## src/hw/rtl/lsled_pkg.sv

```systemverilog
package lsled_pkg;

    localparam int TIME_BITS = 32;
    localparam logic [31:0] TIME_MASK = (TIME_BITS >= 32) ? 32'hFFFF_FFFF
                                      : 32'((64'd1 << TIME_BITS) - 64'd1);

    localparam int S_TDATA_W = 48;
    localparam int M_TDATA_W = 8;

    localparam logic [2:0] ST_PROV        = 3'd0;
    localparam logic [2:0] ST_CONN_LINK   = 3'd1;
    localparam logic [2:0] ST_CONN_BROKER = 3'd2;
    localparam logic [2:0] ST_RUNNING     = 3'd3;
    localparam logic [2:0] ST_ERR_LINK    = 3'd4;
    localparam logic [2:0] ST_ERR_BROKER  = 3'd5;
    localparam logic [2:0] ST_ERR_SENSOR  = 3'd6;
    localparam logic [2:0] ST_FACTORY     = 3'd7;

    localparam logic [1:0] OP_TICK  = 2'd0;
    localparam logic [1:0] OP_BEGIN = 2'd1;
    localparam logic [1:0] OP_FORCE = 2'd2;

    localparam logic [1:0] LINK_CONNECTED   = 2'd1;
    localparam logic [1:0] LINK_ERROR       = 2'd2;
    localparam logic [1:0] BRK_DISCONNECTED = 2'd0;
    localparam logic [1:0] BRK_CONNECTED    = 2'd1;
    localparam logic [1:0] BRK_ERROR        = 2'd2;
    localparam logic [1:0] MODE_BROKER      = 2'd1;
    localparam logic [3:0] FAIL_MAX         = 4'd15;

    localparam logic REG_UPLOAD_MODE = 1'b0;
    localparam logic REG_FAIL_LIMIT  = 1'b1;

    localparam logic [1:0] UPLOAD_MODE_RESET = 2'd0;
    localparam logic [3:0] FAIL_LIMIT_RESET  = 4'd10;

    // blink periods and their fold / reciprocal constants
    localparam int NUM_PERIODS  = 4;
    localparam int P_PROV       = 0;
    localparam int P_LINK       = 1;
    localparam int P_ERR_LINK   = 2;
    localparam int P_ERR_SENSOR = 3;

    localparam int PERIOD [NUM_PERIODS] = '{2200, 600, 1600, 3500};
    localparam int FOLD1  [NUM_PERIODS] = '{256 % 2200, 256 % 600, 256 % 1600, 256 % 3500};
    localparam int FOLD2  [NUM_PERIODS] = '{65536 % 2200, 65536 % 600,
                                            65536 % 1600, 65536 % 3500};
    localparam int FOLD3  [NUM_PERIODS] = '{16777216 % 2200, 16777216 % 600,
                                            16777216 % 1600, 16777216 % 3500};
    localparam int RECIP_SHIFT = 24;
    localparam int RECIP  [NUM_PERIODS] = '{16777216 / 2200, 16777216 / 600,
                                            16777216 / 1600, 16777216 / 3500};

    typedef logic [21:0] fold_t;
    typedef logic [12:0] quot_t;
    typedef logic [11:0] resid_t;

    typedef struct packed {
        logic [1:0] opcode;
        logic [1:0] link_status;
        logic [1:0] broker_status;
        logic       sensor_ready;
        logic       credentials_stored;
        logic [2:0] target_state;
    } item_ctrl_t;

    typedef struct packed {
        logic [2:0] current_state;
        logic [3:0] sensor_fail_count;
        logic       broker_started;
    } sup_state_t;

    typedef struct packed {
        logic [1:0] upload_mode;
        logic [3:0] fail_limit;
    } sup_cfg_t;

    typedef struct packed {
        logic led_lit;
        logic broker_reset_cmd;
        logic broker_connect_cmd;
    } step_flags_t;

endpackage

```

## src/hw/rtl/lsled_step.sv

```systemverilog
module lsled_step (
    input  lsled_pkg::sup_state_t  cur_state,
    input  lsled_pkg::item_ctrl_t  item,
    input  lsled_pkg::sup_cfg_t    cfg,
    input  logic [lsled_pkg::NUM_PERIODS-1:0] lit,
    output lsled_pkg::sup_state_t  nxt_state,
    output lsled_pkg::step_flags_t flags
);

    logic [2:0] st;
    logic [3:0] cnt_inc;

    always_comb begin
        nxt_state = cur_state;
        st        = cur_state.current_state;
        flags     = '0;
        cnt_inc   = (cur_state.sensor_fail_count < lsled_pkg::FAIL_MAX)
                  ? cur_state.sensor_fail_count + 4'd1 : cur_state.sensor_fail_count;
        case (item.opcode)
            lsled_pkg::OP_BEGIN: begin
                st = item.credentials_stored ? lsled_pkg::ST_CONN_LINK : lsled_pkg::ST_PROV;
            end
            lsled_pkg::OP_FORCE: begin
                st = item.target_state;
            end
            lsled_pkg::OP_TICK: begin
                case (cur_state.current_state)
                    lsled_pkg::ST_PROV: begin
                        if (item.credentials_stored) begin
                            st = lsled_pkg::ST_CONN_LINK;
                        end
                    end
                    lsled_pkg::ST_CONN_LINK, lsled_pkg::ST_ERR_LINK: begin
                        if (item.link_status == lsled_pkg::LINK_CONNECTED) begin
                            if (cfg.upload_mode == lsled_pkg::MODE_BROKER) begin
                                flags.broker_reset_cmd   = 1'b1;
                                flags.broker_connect_cmd = 1'b1;
                                nxt_state.broker_started = 1'b1;
                                st = lsled_pkg::ST_CONN_BROKER;
                            end else begin
                                nxt_state.broker_started = 1'b0;
                                st = lsled_pkg::ST_RUNNING;
                            end
                        end else if (cur_state.current_state == lsled_pkg::ST_CONN_LINK &&
                                     item.link_status == lsled_pkg::LINK_ERROR) begin
                            st = lsled_pkg::ST_ERR_LINK;
                        end
                    end
                    lsled_pkg::ST_CONN_BROKER: begin
                        if (!cur_state.broker_started) begin
                            flags.broker_connect_cmd = 1'b1;
                            nxt_state.broker_started = 1'b1;
                        end
                        if (item.broker_status == lsled_pkg::BRK_CONNECTED) begin
                            st = lsled_pkg::ST_RUNNING;
                        end else if (item.broker_status == lsled_pkg::BRK_ERROR) begin
                            st = lsled_pkg::ST_ERR_BROKER;
                        end
                    end
                    lsled_pkg::ST_RUNNING: begin
                        if (item.link_status != lsled_pkg::LINK_CONNECTED) begin
                            nxt_state.broker_started = 1'b0;
                            st = lsled_pkg::ST_ERR_LINK;
                        end else if (!item.sensor_ready) begin
                            nxt_state.sensor_fail_count = cnt_inc;
                            if (cnt_inc > cfg.fail_limit) begin
                                st = lsled_pkg::ST_ERR_SENSOR;
                            end
                        end else begin
                            nxt_state.sensor_fail_count = 4'd0;
                        end
                    end
                    lsled_pkg::ST_ERR_BROKER: begin
                        if (item.link_status != lsled_pkg::LINK_CONNECTED) begin
                            nxt_state.broker_started = 1'b0;
                            st = lsled_pkg::ST_ERR_LINK;
                        end else if (item.broker_status == lsled_pkg::BRK_CONNECTED) begin
                            st = lsled_pkg::ST_RUNNING;
                        end else if (item.broker_status == lsled_pkg::BRK_DISCONNECTED) begin
                            flags.broker_connect_cmd = 1'b1;
                            nxt_state.broker_started = 1'b1;
                            st = lsled_pkg::ST_CONN_BROKER;
                        end
                    end
                    lsled_pkg::ST_ERR_SENSOR: begin
                        if (item.sensor_ready) begin
                            nxt_state.sensor_fail_count = 4'd0;
                            st = lsled_pkg::ST_RUNNING;
                        end
                    end
                    default: begin
                    end
                endcase
            end
            default: begin
            end
        endcase
        nxt_state.current_state = st;

        // blink pattern of the resulting state
        case (st)
            lsled_pkg::ST_PROV:        flags.led_lit = lit[lsled_pkg::P_PROV];
            lsled_pkg::ST_CONN_LINK,
            lsled_pkg::ST_CONN_BROKER: flags.led_lit = lit[lsled_pkg::P_LINK];
            lsled_pkg::ST_RUNNING:     flags.led_lit = 1'b1;
            lsled_pkg::ST_ERR_LINK:    flags.led_lit = lit[lsled_pkg::P_ERR_LINK];
            lsled_pkg::ST_ERR_SENSOR:  flags.led_lit = lit[lsled_pkg::P_ERR_SENSOR];
            default:                   flags.led_lit = 1'b0;
        endcase
    end

endmodule

```

## src/hw/rtl/link_supervisor_with_led_patterns.sv

```systemverilog
// Link supervisor with LED patterns. Takes one transfer per cycle at a sustained
// rate while the output is not stalled and returns one result transfer per input,
// in order, after it passes the stage registers and the output register. Three
// pipeline stages reduce the millisecond time modulo the four blink periods (byte
// fold, reciprocal multiply, multiply-back and correction). The supervisor state,
// fail count and LED register are updated as an item enters the output register,
// so consecutive items chain through the state without waiting. Internal stages
// close up bubbles, so input transfers keep being taken while a result waits,
// until every stage holds an item. The LED output is active low and only ticks
// refresh it. Registers sit at byte 0x0 (upload_mode) and 0x4 (fail_limit); the
// user must write them only while the block is idle; the block does not enforce it.
module link_supervisor_with_led_patterns (
    input  logic        aclk,
    input  logic        aresetn,
    input  logic        s_tvalid,
    output logic        s_tready,
    // now_ms[31:0] link_status[33:32] broker_status[35:34] sensor_ready[36]
    // credentials_stored[37] target_state[40:38] zero[47:41]
    input  logic [lsled_pkg::S_TDATA_W-1:0] s_tdata,
    // opcode[1:0]
    input  logic [1:0]  s_tuser,
    output logic        m_tvalid,
    input  logic        m_tready,
    // state_code[2:0] state_changed[3] led_level[4] broker_reset_cmd[5]
    // broker_connect_cmd[6] zero[7]
    output logic [lsled_pkg::M_TDATA_W-1:0] m_tdata,
    input  logic        psel,
    input  logic        penable,
    input  logic        pwrite,
    input  logic [2:0]  paddr,
    input  logic [31:0] pwdata,
    output logic [31:0] prdata,
    output logic        pready
);

    localparam int NP = lsled_pkg::NUM_PERIODS;

    lsled_pkg::sup_cfg_t   cfg_reg;
    lsled_pkg::sup_state_t state_reg;
    lsled_pkg::sup_state_t state_next;
    lsled_pkg::step_flags_t step_flags;
    logic                  led_reg;
    logic                  led_next;

    logic                  v1_reg, v2_reg, v3_reg, v4_reg, out_valid_reg;
    logic                  rdy1, rdy2, rdy3, rdy4, adv_out;
    lsled_pkg::item_ctrl_t item_in, item1_reg, item2_reg, item3_reg, item4_reg;
    logic [31:0]           t1_reg;
    lsled_pkg::fold_t      y2_reg [NP];
    lsled_pkg::fold_t      y3_reg [NP];
    lsled_pkg::quot_t      q3_reg [NP];
    logic [NP-1:0]         lit4_reg;
    logic [lsled_pkg::M_TDATA_W-1:0] out_data_reg;

    lsled_pkg::fold_t      y_next [NP];
    lsled_pkg::quot_t      q_next [NP];
    logic [37:0]           qprod  [NP];
    lsled_pkg::fold_t      diff   [NP];
    logic [12:0]           diff13 [NP];
    lsled_pkg::resid_t     resid  [NP];
    logic [NP-1:0]         lit_next;
    logic                  wr_en;

    // configuration port
    assign pready = 1'b1;
    assign wr_en  = psel && penable && pwrite && pready;

    always_comb begin
        case (paddr[2])
            lsled_pkg::REG_UPLOAD_MODE: prdata = {30'd0, cfg_reg.upload_mode};
            lsled_pkg::REG_FAIL_LIMIT:  prdata = {28'd0, cfg_reg.fail_limit};
            default:                    prdata = 32'd0;
        endcase
    end

    always_ff @(posedge aclk) begin
        if (!aresetn) begin
            cfg_reg.upload_mode <= lsled_pkg::UPLOAD_MODE_RESET;
            cfg_reg.fail_limit  <= lsled_pkg::FAIL_LIMIT_RESET;
        end else if (wr_en) begin
            case (paddr[2])
                lsled_pkg::REG_UPLOAD_MODE: cfg_reg.upload_mode <= pwdata[1:0];
                lsled_pkg::REG_FAIL_LIMIT:  cfg_reg.fail_limit  <= pwdata[3:0];
                default: begin
                end
            endcase
        end
    end

    // stage handshake
    assign adv_out  = !out_valid_reg || m_tready;
    assign rdy4     = !v4_reg || adv_out;
    assign rdy3     = !v3_reg || rdy4;
    assign rdy2     = !v2_reg || rdy3;
    assign rdy1     = !v1_reg || rdy2;
    assign s_tready = rdy1;

    assign item_in.opcode             = s_tuser;
    assign item_in.link_status        = s_tdata[33:32];
    assign item_in.broker_status      = s_tdata[35:34];
    assign item_in.sensor_ready       = s_tdata[36];
    assign item_in.credentials_stored = s_tdata[37];
    assign item_in.target_state       = s_tdata[40:38];

    // residues of the time modulo each blink period, and the lit phase of each pattern
    always_comb begin
        for (int i = 0; i < NP; i++) begin
            y_next[i] = lsled_pkg::fold_t'(t1_reg[7:0])
                      + lsled_pkg::fold_t'(t1_reg[15:8])  * lsled_pkg::fold_t'(lsled_pkg::FOLD1[i])
                      + lsled_pkg::fold_t'(t1_reg[23:16]) * lsled_pkg::fold_t'(lsled_pkg::FOLD2[i])
                      + lsled_pkg::fold_t'(t1_reg[31:24]) * lsled_pkg::fold_t'(lsled_pkg::FOLD3[i]);
            qprod[i]  = 38'(y2_reg[i]) * 38'(lsled_pkg::RECIP[i]);
            q_next[i] = qprod[i][lsled_pkg::RECIP_SHIFT +: 13];
            diff[i]   = y3_reg[i]
                      - lsled_pkg::fold_t'(q3_reg[i]) * lsled_pkg::fold_t'(lsled_pkg::PERIOD[i]);
            diff13[i] = diff[i][12:0];
            resid[i]  = (diff13[i] >= 13'(lsled_pkg::PERIOD[i]))
                      ? 12'(diff13[i] - 13'(lsled_pkg::PERIOD[i])) : diff13[i][11:0];
        end
        lit_next[lsled_pkg::P_PROV] = resid[lsled_pkg::P_PROV] < 12'd200;
        lit_next[lsled_pkg::P_LINK] = resid[lsled_pkg::P_LINK] < 12'd100;
        lit_next[lsled_pkg::P_ERR_LINK] =
            (resid[lsled_pkg::P_ERR_LINK] < 12'd200)
         || (resid[lsled_pkg::P_ERR_LINK] >= 12'd400 && resid[lsled_pkg::P_ERR_LINK] < 12'd600)
         || (resid[lsled_pkg::P_ERR_LINK] >= 12'd800 && resid[lsled_pkg::P_ERR_LINK] < 12'd1000);
        lit_next[lsled_pkg::P_ERR_SENSOR] =
            (resid[lsled_pkg::P_ERR_SENSOR] < 12'd500)
         || (resid[lsled_pkg::P_ERR_SENSOR] >= 12'd1000
             && resid[lsled_pkg::P_ERR_SENSOR] < 12'd1500)
         || (resid[lsled_pkg::P_ERR_SENSOR] >= 12'd2000
             && resid[lsled_pkg::P_ERR_SENSOR] < 12'd2500);
    end

    always_ff @(posedge aclk) begin
        if (!aresetn) begin
            v1_reg        <= 1'b0;
            v2_reg        <= 1'b0;
            v3_reg        <= 1'b0;
            v4_reg        <= 1'b0;
            out_valid_reg <= 1'b0;
        end else begin
            if (rdy1)    v1_reg        <= s_tvalid;
            if (rdy2)    v2_reg        <= v1_reg;
            if (rdy3)    v3_reg        <= v2_reg;
            if (rdy4)    v4_reg        <= v3_reg;
            if (adv_out) out_valid_reg <= v4_reg;
        end
    end

    always_ff @(posedge aclk) begin
        if (rdy1) begin
            item1_reg <= item_in;
            t1_reg    <= s_tdata[31:0] & lsled_pkg::TIME_MASK;
        end
        if (rdy2) begin
            item2_reg <= item1_reg;
            y2_reg    <= y_next;
        end
        if (rdy3) begin
            item3_reg <= item2_reg;
            y3_reg    <= y2_reg;
            q3_reg    <= q_next;
        end
        if (rdy4) begin
            item4_reg <= item3_reg;
            lit4_reg  <= lit_next;
        end
    end

    lsled_step u_step (
        .cur_state (state_reg),
        .item      (item4_reg),
        .cfg       (cfg_reg),
        .lit       (lit4_reg),
        .nxt_state (state_next),
        .flags     (step_flags)
    );

    assign led_next = (item4_reg.opcode == lsled_pkg::OP_TICK) ? !step_flags.led_lit : led_reg;

    always_ff @(posedge aclk) begin
        if (!aresetn) begin
            state_reg <= '{current_state: lsled_pkg::ST_PROV,
                           sensor_fail_count: 4'd0, broker_started: 1'b0};
            led_reg   <= 1'b1;
        end else if (v4_reg && adv_out) begin
            state_reg <= state_next;
            led_reg   <= led_next;
        end
    end

    always_ff @(posedge aclk) begin
        if (v4_reg && adv_out) begin
            out_data_reg <= {1'b0,
                             step_flags.broker_connect_cmd,
                             step_flags.broker_reset_cmd,
                             led_next,
                             state_next.current_state != state_reg.current_state,
                             state_next.current_state};
        end
    end

    assign m_tvalid = out_valid_reg;
    assign m_tdata  = out_data_reg;

`ifndef SYNTHESIS
    a_reset_pulse_in_conn_broker: assert property (@(posedge aclk) disable iff (!aresetn)
        out_valid_reg && out_data_reg[5] |-> out_data_reg[2:0] == lsled_pkg::ST_CONN_BROKER)
        else $error("broker reset pulse outside connecting-broker state");

    a_accept_fills_stage1: assert property (@(posedge aclk) disable iff (!aresetn)
        s_tvalid && s_tready |=> v1_reg)
        else $error("accepted transfer lost at first stage");

    a_state_moves_with_result: assert property (@(posedge aclk) disable iff (!aresetn)
        !(v4_reg && adv_out) |=> $stable(state_reg))
        else $error("supervisor state changed without a result");
`endif

endmodule

```

## config.mk

```make
export PLATFORM = sky130hd
export DESIGN_NAME = link_supervisor_with_led_patterns
export DESIGN_NICKNAME = d
export VERILOG_FILES = /design/src/hw/rtl/lsled_pkg.sv /design/src/hw/rtl/lsled_step.sv /design/src/hw/rtl/link_supervisor_with_led_patterns.sv
export SDC_FILE = /design/constraint.sdc
export NUM_CORES = 2
export LEC_CHECK = 0
export BUFFER_PORTS_ARGS = -buffer_cell sky130_fd_sc_hd__clkbuf_2
export CORE_AREA = 4 4 283 285
export CTS_CLUSTER_DIAMETER = 80
export DETAILED_ROUTE_END_ITERATION = 10
export DIE_AREA = 0 0 287 289
export HOLD_SLACK_MARGIN = 0.12
export PLACE_DENSITY = 0.66
export SETUP_SLACK_MARGIN = 0.15
export SYNTH_ARGS = -nofsm -noshare
export SYNTH_HDL_FRONTEND = slang
export SYNTH_SLANG_ARGS = --single-unit
```

## constraint.sdc

```tcl
create_clock -name aclk -period 16.5 [get_ports aclk]
set_clock_uncertainty 0.15 [all_clocks]
set_input_delay 1.65 -clock aclk [delete_from_list [all_inputs] [get_ports aclk]]
set_output_delay 1.65 -clock aclk [all_outputs]
set_load 0.05 [all_outputs]
```

==> results by group <==
Status
  • Status: completed

Global routing
  • Antenna violations before repair: 1
  • Met2 usage: 0.326
  • GRT Util Overall: 0.188
  • First-pass GRT wire length: 126 mm
  • Grt peak-use layer: met2
  • Gr ovfl total: 0
  • Vias in the first global route: 25,600
  • Routing usage on met1: 0.255
  • Largest net degree at the start of global routing: roughly 80
  • Met3 Resource Use GR: 0.0223

Route
  • Drt total wl: about 74 mm
  • Drt drc: 0
  • Via density: 5.08
  • Via count: 23,900
  • Antenna viol nets, final: 0
  • Drt first-iter violations: ~870
  • DRT Pass-1 Iters: 4
  • Routed wire per std cell: 15.7 um

Clocking
  • CTS tree: yes
  • Clock root buffer: clkbuf_16
  • Hold Buf Count CTS: 0
  • Number of buffers created by CTS: 36
  • CTS clk-pin slew, worst paths: 0.06 ns
  • CTS resizes: 0
  • CTS sink cnt: approximately 260
  • Skew-Pair Late Insertion Delay: between 0.5 and 0.6 ns
  • H-tree levels: 2
  • Worst-case clock buffer depth: 3
  • Setup Buffers After CTS: 0

Setup path
  • Cell family with most CP delay: adder cells
  • Startpoint Class: flip-flop
  • CP Cell Sequence: ha_1 > ha_1 > inv_1 > fa_1 > inv_1 > fa_1 > fa_1 > fa_1 > ha_1 > a21o_1 > a2111oi_0 > o211ai_1 > a31oi_1 > a211oi_1 > o32a_1 > a21oi_1 > xnor2_1
  • Critical Path End Type: flip-flop
  • Worst Path Required: 16.65 ns
  • Critical path peak fanout: 12
  • Most frequent CP cell: fa_1
  • Crit path DAT: around 7 ns
  • Slowest-stage cell, CP: edfxtp_1
  • Critical path class: reg2reg
  • Worst path max stage delay: around 0.9 ns
  • CP Buf/Inv Count: 2

Layout
  • Share of layout cells above drive strength 1: 0.0433
  • Filler cells: between 6,000 and 7,000
  • Ant diodes: 0
  • # nets final: 5,081
  • Area added between synthesis and finish: 6.96%
  • Area occupied by multi-input gates: 28,000 um^2
  • Max FFs per register: 69
  • Seq. cell area: 7460 um^2

Synth
  • Leading area contributor after synthesis: ha_1
  • Ys Warns: 0
  • Number of flops mapped to enable cells by yosys: approximately 240
  • Area share of the leading cell type in the synthesized netlist: 0.273
  • Synth Instances: 3,538
  • Post-synthesis average cell area: 10.9 um^2
  • Area contributors post-synth: ha_1 (27%), fa_1 (26%), edfxtp_1 (18%)
  • Post-synth ARST share: 0
  • Mapped Area: 38,500 um^2
  • Synth cell types: 80
  • Ys flop type: edfxtp_1
  • Synth Register Bits: approximately 260
  • Post-synthesis sequential area ratio: 0.194

Timing
  • Sum Neg Setup Slack: 0 ns
  • # setup viols final: 0
  • Unrepaired setup endpoints after global routing: false
  • Max-slew headroom: 0.328
  • Worst-margin pin slew: just over 1 ns
  • Max-slew violations: 0
  • F_max: 0.148 GHz
  • Final Hold Fails: 0
  • Tmin final: 6.77 ns
  • Final Cycle Share: 0.410

Floorplanning
  • Boundary Pins: approximately 140
  • Core Area: 77,300 um^2
  • FP Rows: 102
  • Width of the die: 287 um
  • Initial Util: 0.498
  • DIE HEIGHT: 289 um
  • DIE AREA: between 80,000 and 90,000 um^2

Min path
  • Hold crit path type: reg2reg

Placement
  • Routability Congestion: 0.829
  • Port bufs: 67
  • DP HPWL: 62.2 mm

Job
  • Max-cap viol count: 0
-- cell type report --
type / count / share of cell area
Multi-Input combinational cell: 2493 / 0.679
Clock inverter: 24 / 0.00434
Inverter: 778 / 0.0710
Clock buffer: 40 / 0.0222
Timing Repair Buffer: 79 / 0.0103
Tap cell: 1040 / 0.0316
Sequential cell: 255 / 0.181
-- through the flow --
stage	cells	hold slack (ns)	utilization	instance area [um^2]	setup WS, ns
floorplan	3566	0.250	-	38600	10.51
global placement	4645	0.253	0.518	40100	9.73
detailed placement	4645	0.255	0.518	40100	9.74
CTS	4709	0.266	0.532	41200	9.71
global route	4709	0.272	0.532	41200	9.27
finish	4709	0.262	0.532	41200	9.73
-- routing by layer --
metal / vias to the layer above / share of wire
li1: 11900 / -
met1: 11600 / 0.46
met2: 293 / 0.48
met3: 74 / 0.035
met4: 0 / 0.020
met5: - / 0
-- synth_stat cells (all sizes together) (6+ instances only) --
library cell,instances
and3,12
o22ai,7
xnor2,148
o311ai,6
nand3,30
o21ai,98
clkbuf,8
or3,8
a21o,54
nor2b,33
a21oi,159
or2,6
nor2,123
buf,32
nand2b,25
nor3,28
nor3b,10
o21bai,35
o21a,27
inv,777
and2,10
a211oi,19
dfxtp,20
nand2,81
a31oi,14
a21boi,11
nand4,9
a31o,6
edfxtp,235
ha,839
xor2,61
o211ai,11
fa,507
mux2i,19
-- worst register-to-register path, cell delays in order (launching register included) --
cell       delay (ns)
edfxtp_1         0.90
ha_1             0.36
ha_1             0.32
inv_1            0.07
fa_1             0.54
inv_1            0.06
fa_1             0.52
fa_1             0.52
fa_1             0.40
ha_1             0.31
a21o_1           0.17
a2111oi_0        0.57
o211ai_1         0.27
a31oi_1          0.43
a211oi_1         0.20
o32a_1           0.41
a21oi_1          0.20
xnor2_1          0.12
-- kinds of logic (layout without fill, tap and decap cells) --
logic type / after synthesis / in the layout / synth area share
simple gates: 390 / 390 / 0.0494
compound gates: 493 / 493 / 0.0822
xor+xnor: 211 / 211 / 0.0494
other cells: 2 / 30 / 0.000195
buf+inv: 818 / 921 / 0.0827
mux: 23 / 23 / 0.00621
fa+ha+maj: 1346 / 1346 / 0.536
flops: 255 / 255 / 0.194
-- cell usage in the layout (no fill, tap or decap), types with 61 or more instances in the layout --
cell type  instances
nor2_1           123
clkbuf_2          67
xnor2_1          146
xor2_1            61
edfxtp_1         235
ha_1             839
o21ai_0           96
a21oi_1          159
fa_1             507
nand2_1           80
inv_1            776
-- path summary, 6_finish.rpt --
check / start / endpoint / slack, ns / depth (start not counted)
worst min register to register: item1_reg[3]$_DFFE_PP_ / item2_reg[3]$_DFFE_PP_ / 0.26 / 0
worst max register to register: y2_reg[68]$_DFFE_PP_ / q3_reg[19]$_DFFE_PP_ / 9.73 / 17
worst max-delay path: y2_reg[68]$_DFFE_PP_ / q3_reg[19]$_DFFE_PP_ / 9.73 / 17
worst min-delay path: item1_reg[3]$_DFFE_PP_ / item2_reg[3]$_DFFE_PP_ / 0.26 / 0
Power is not shown: default switching activity piles up to over one toggle a cycle in this logic, so the estimate is an artifact.
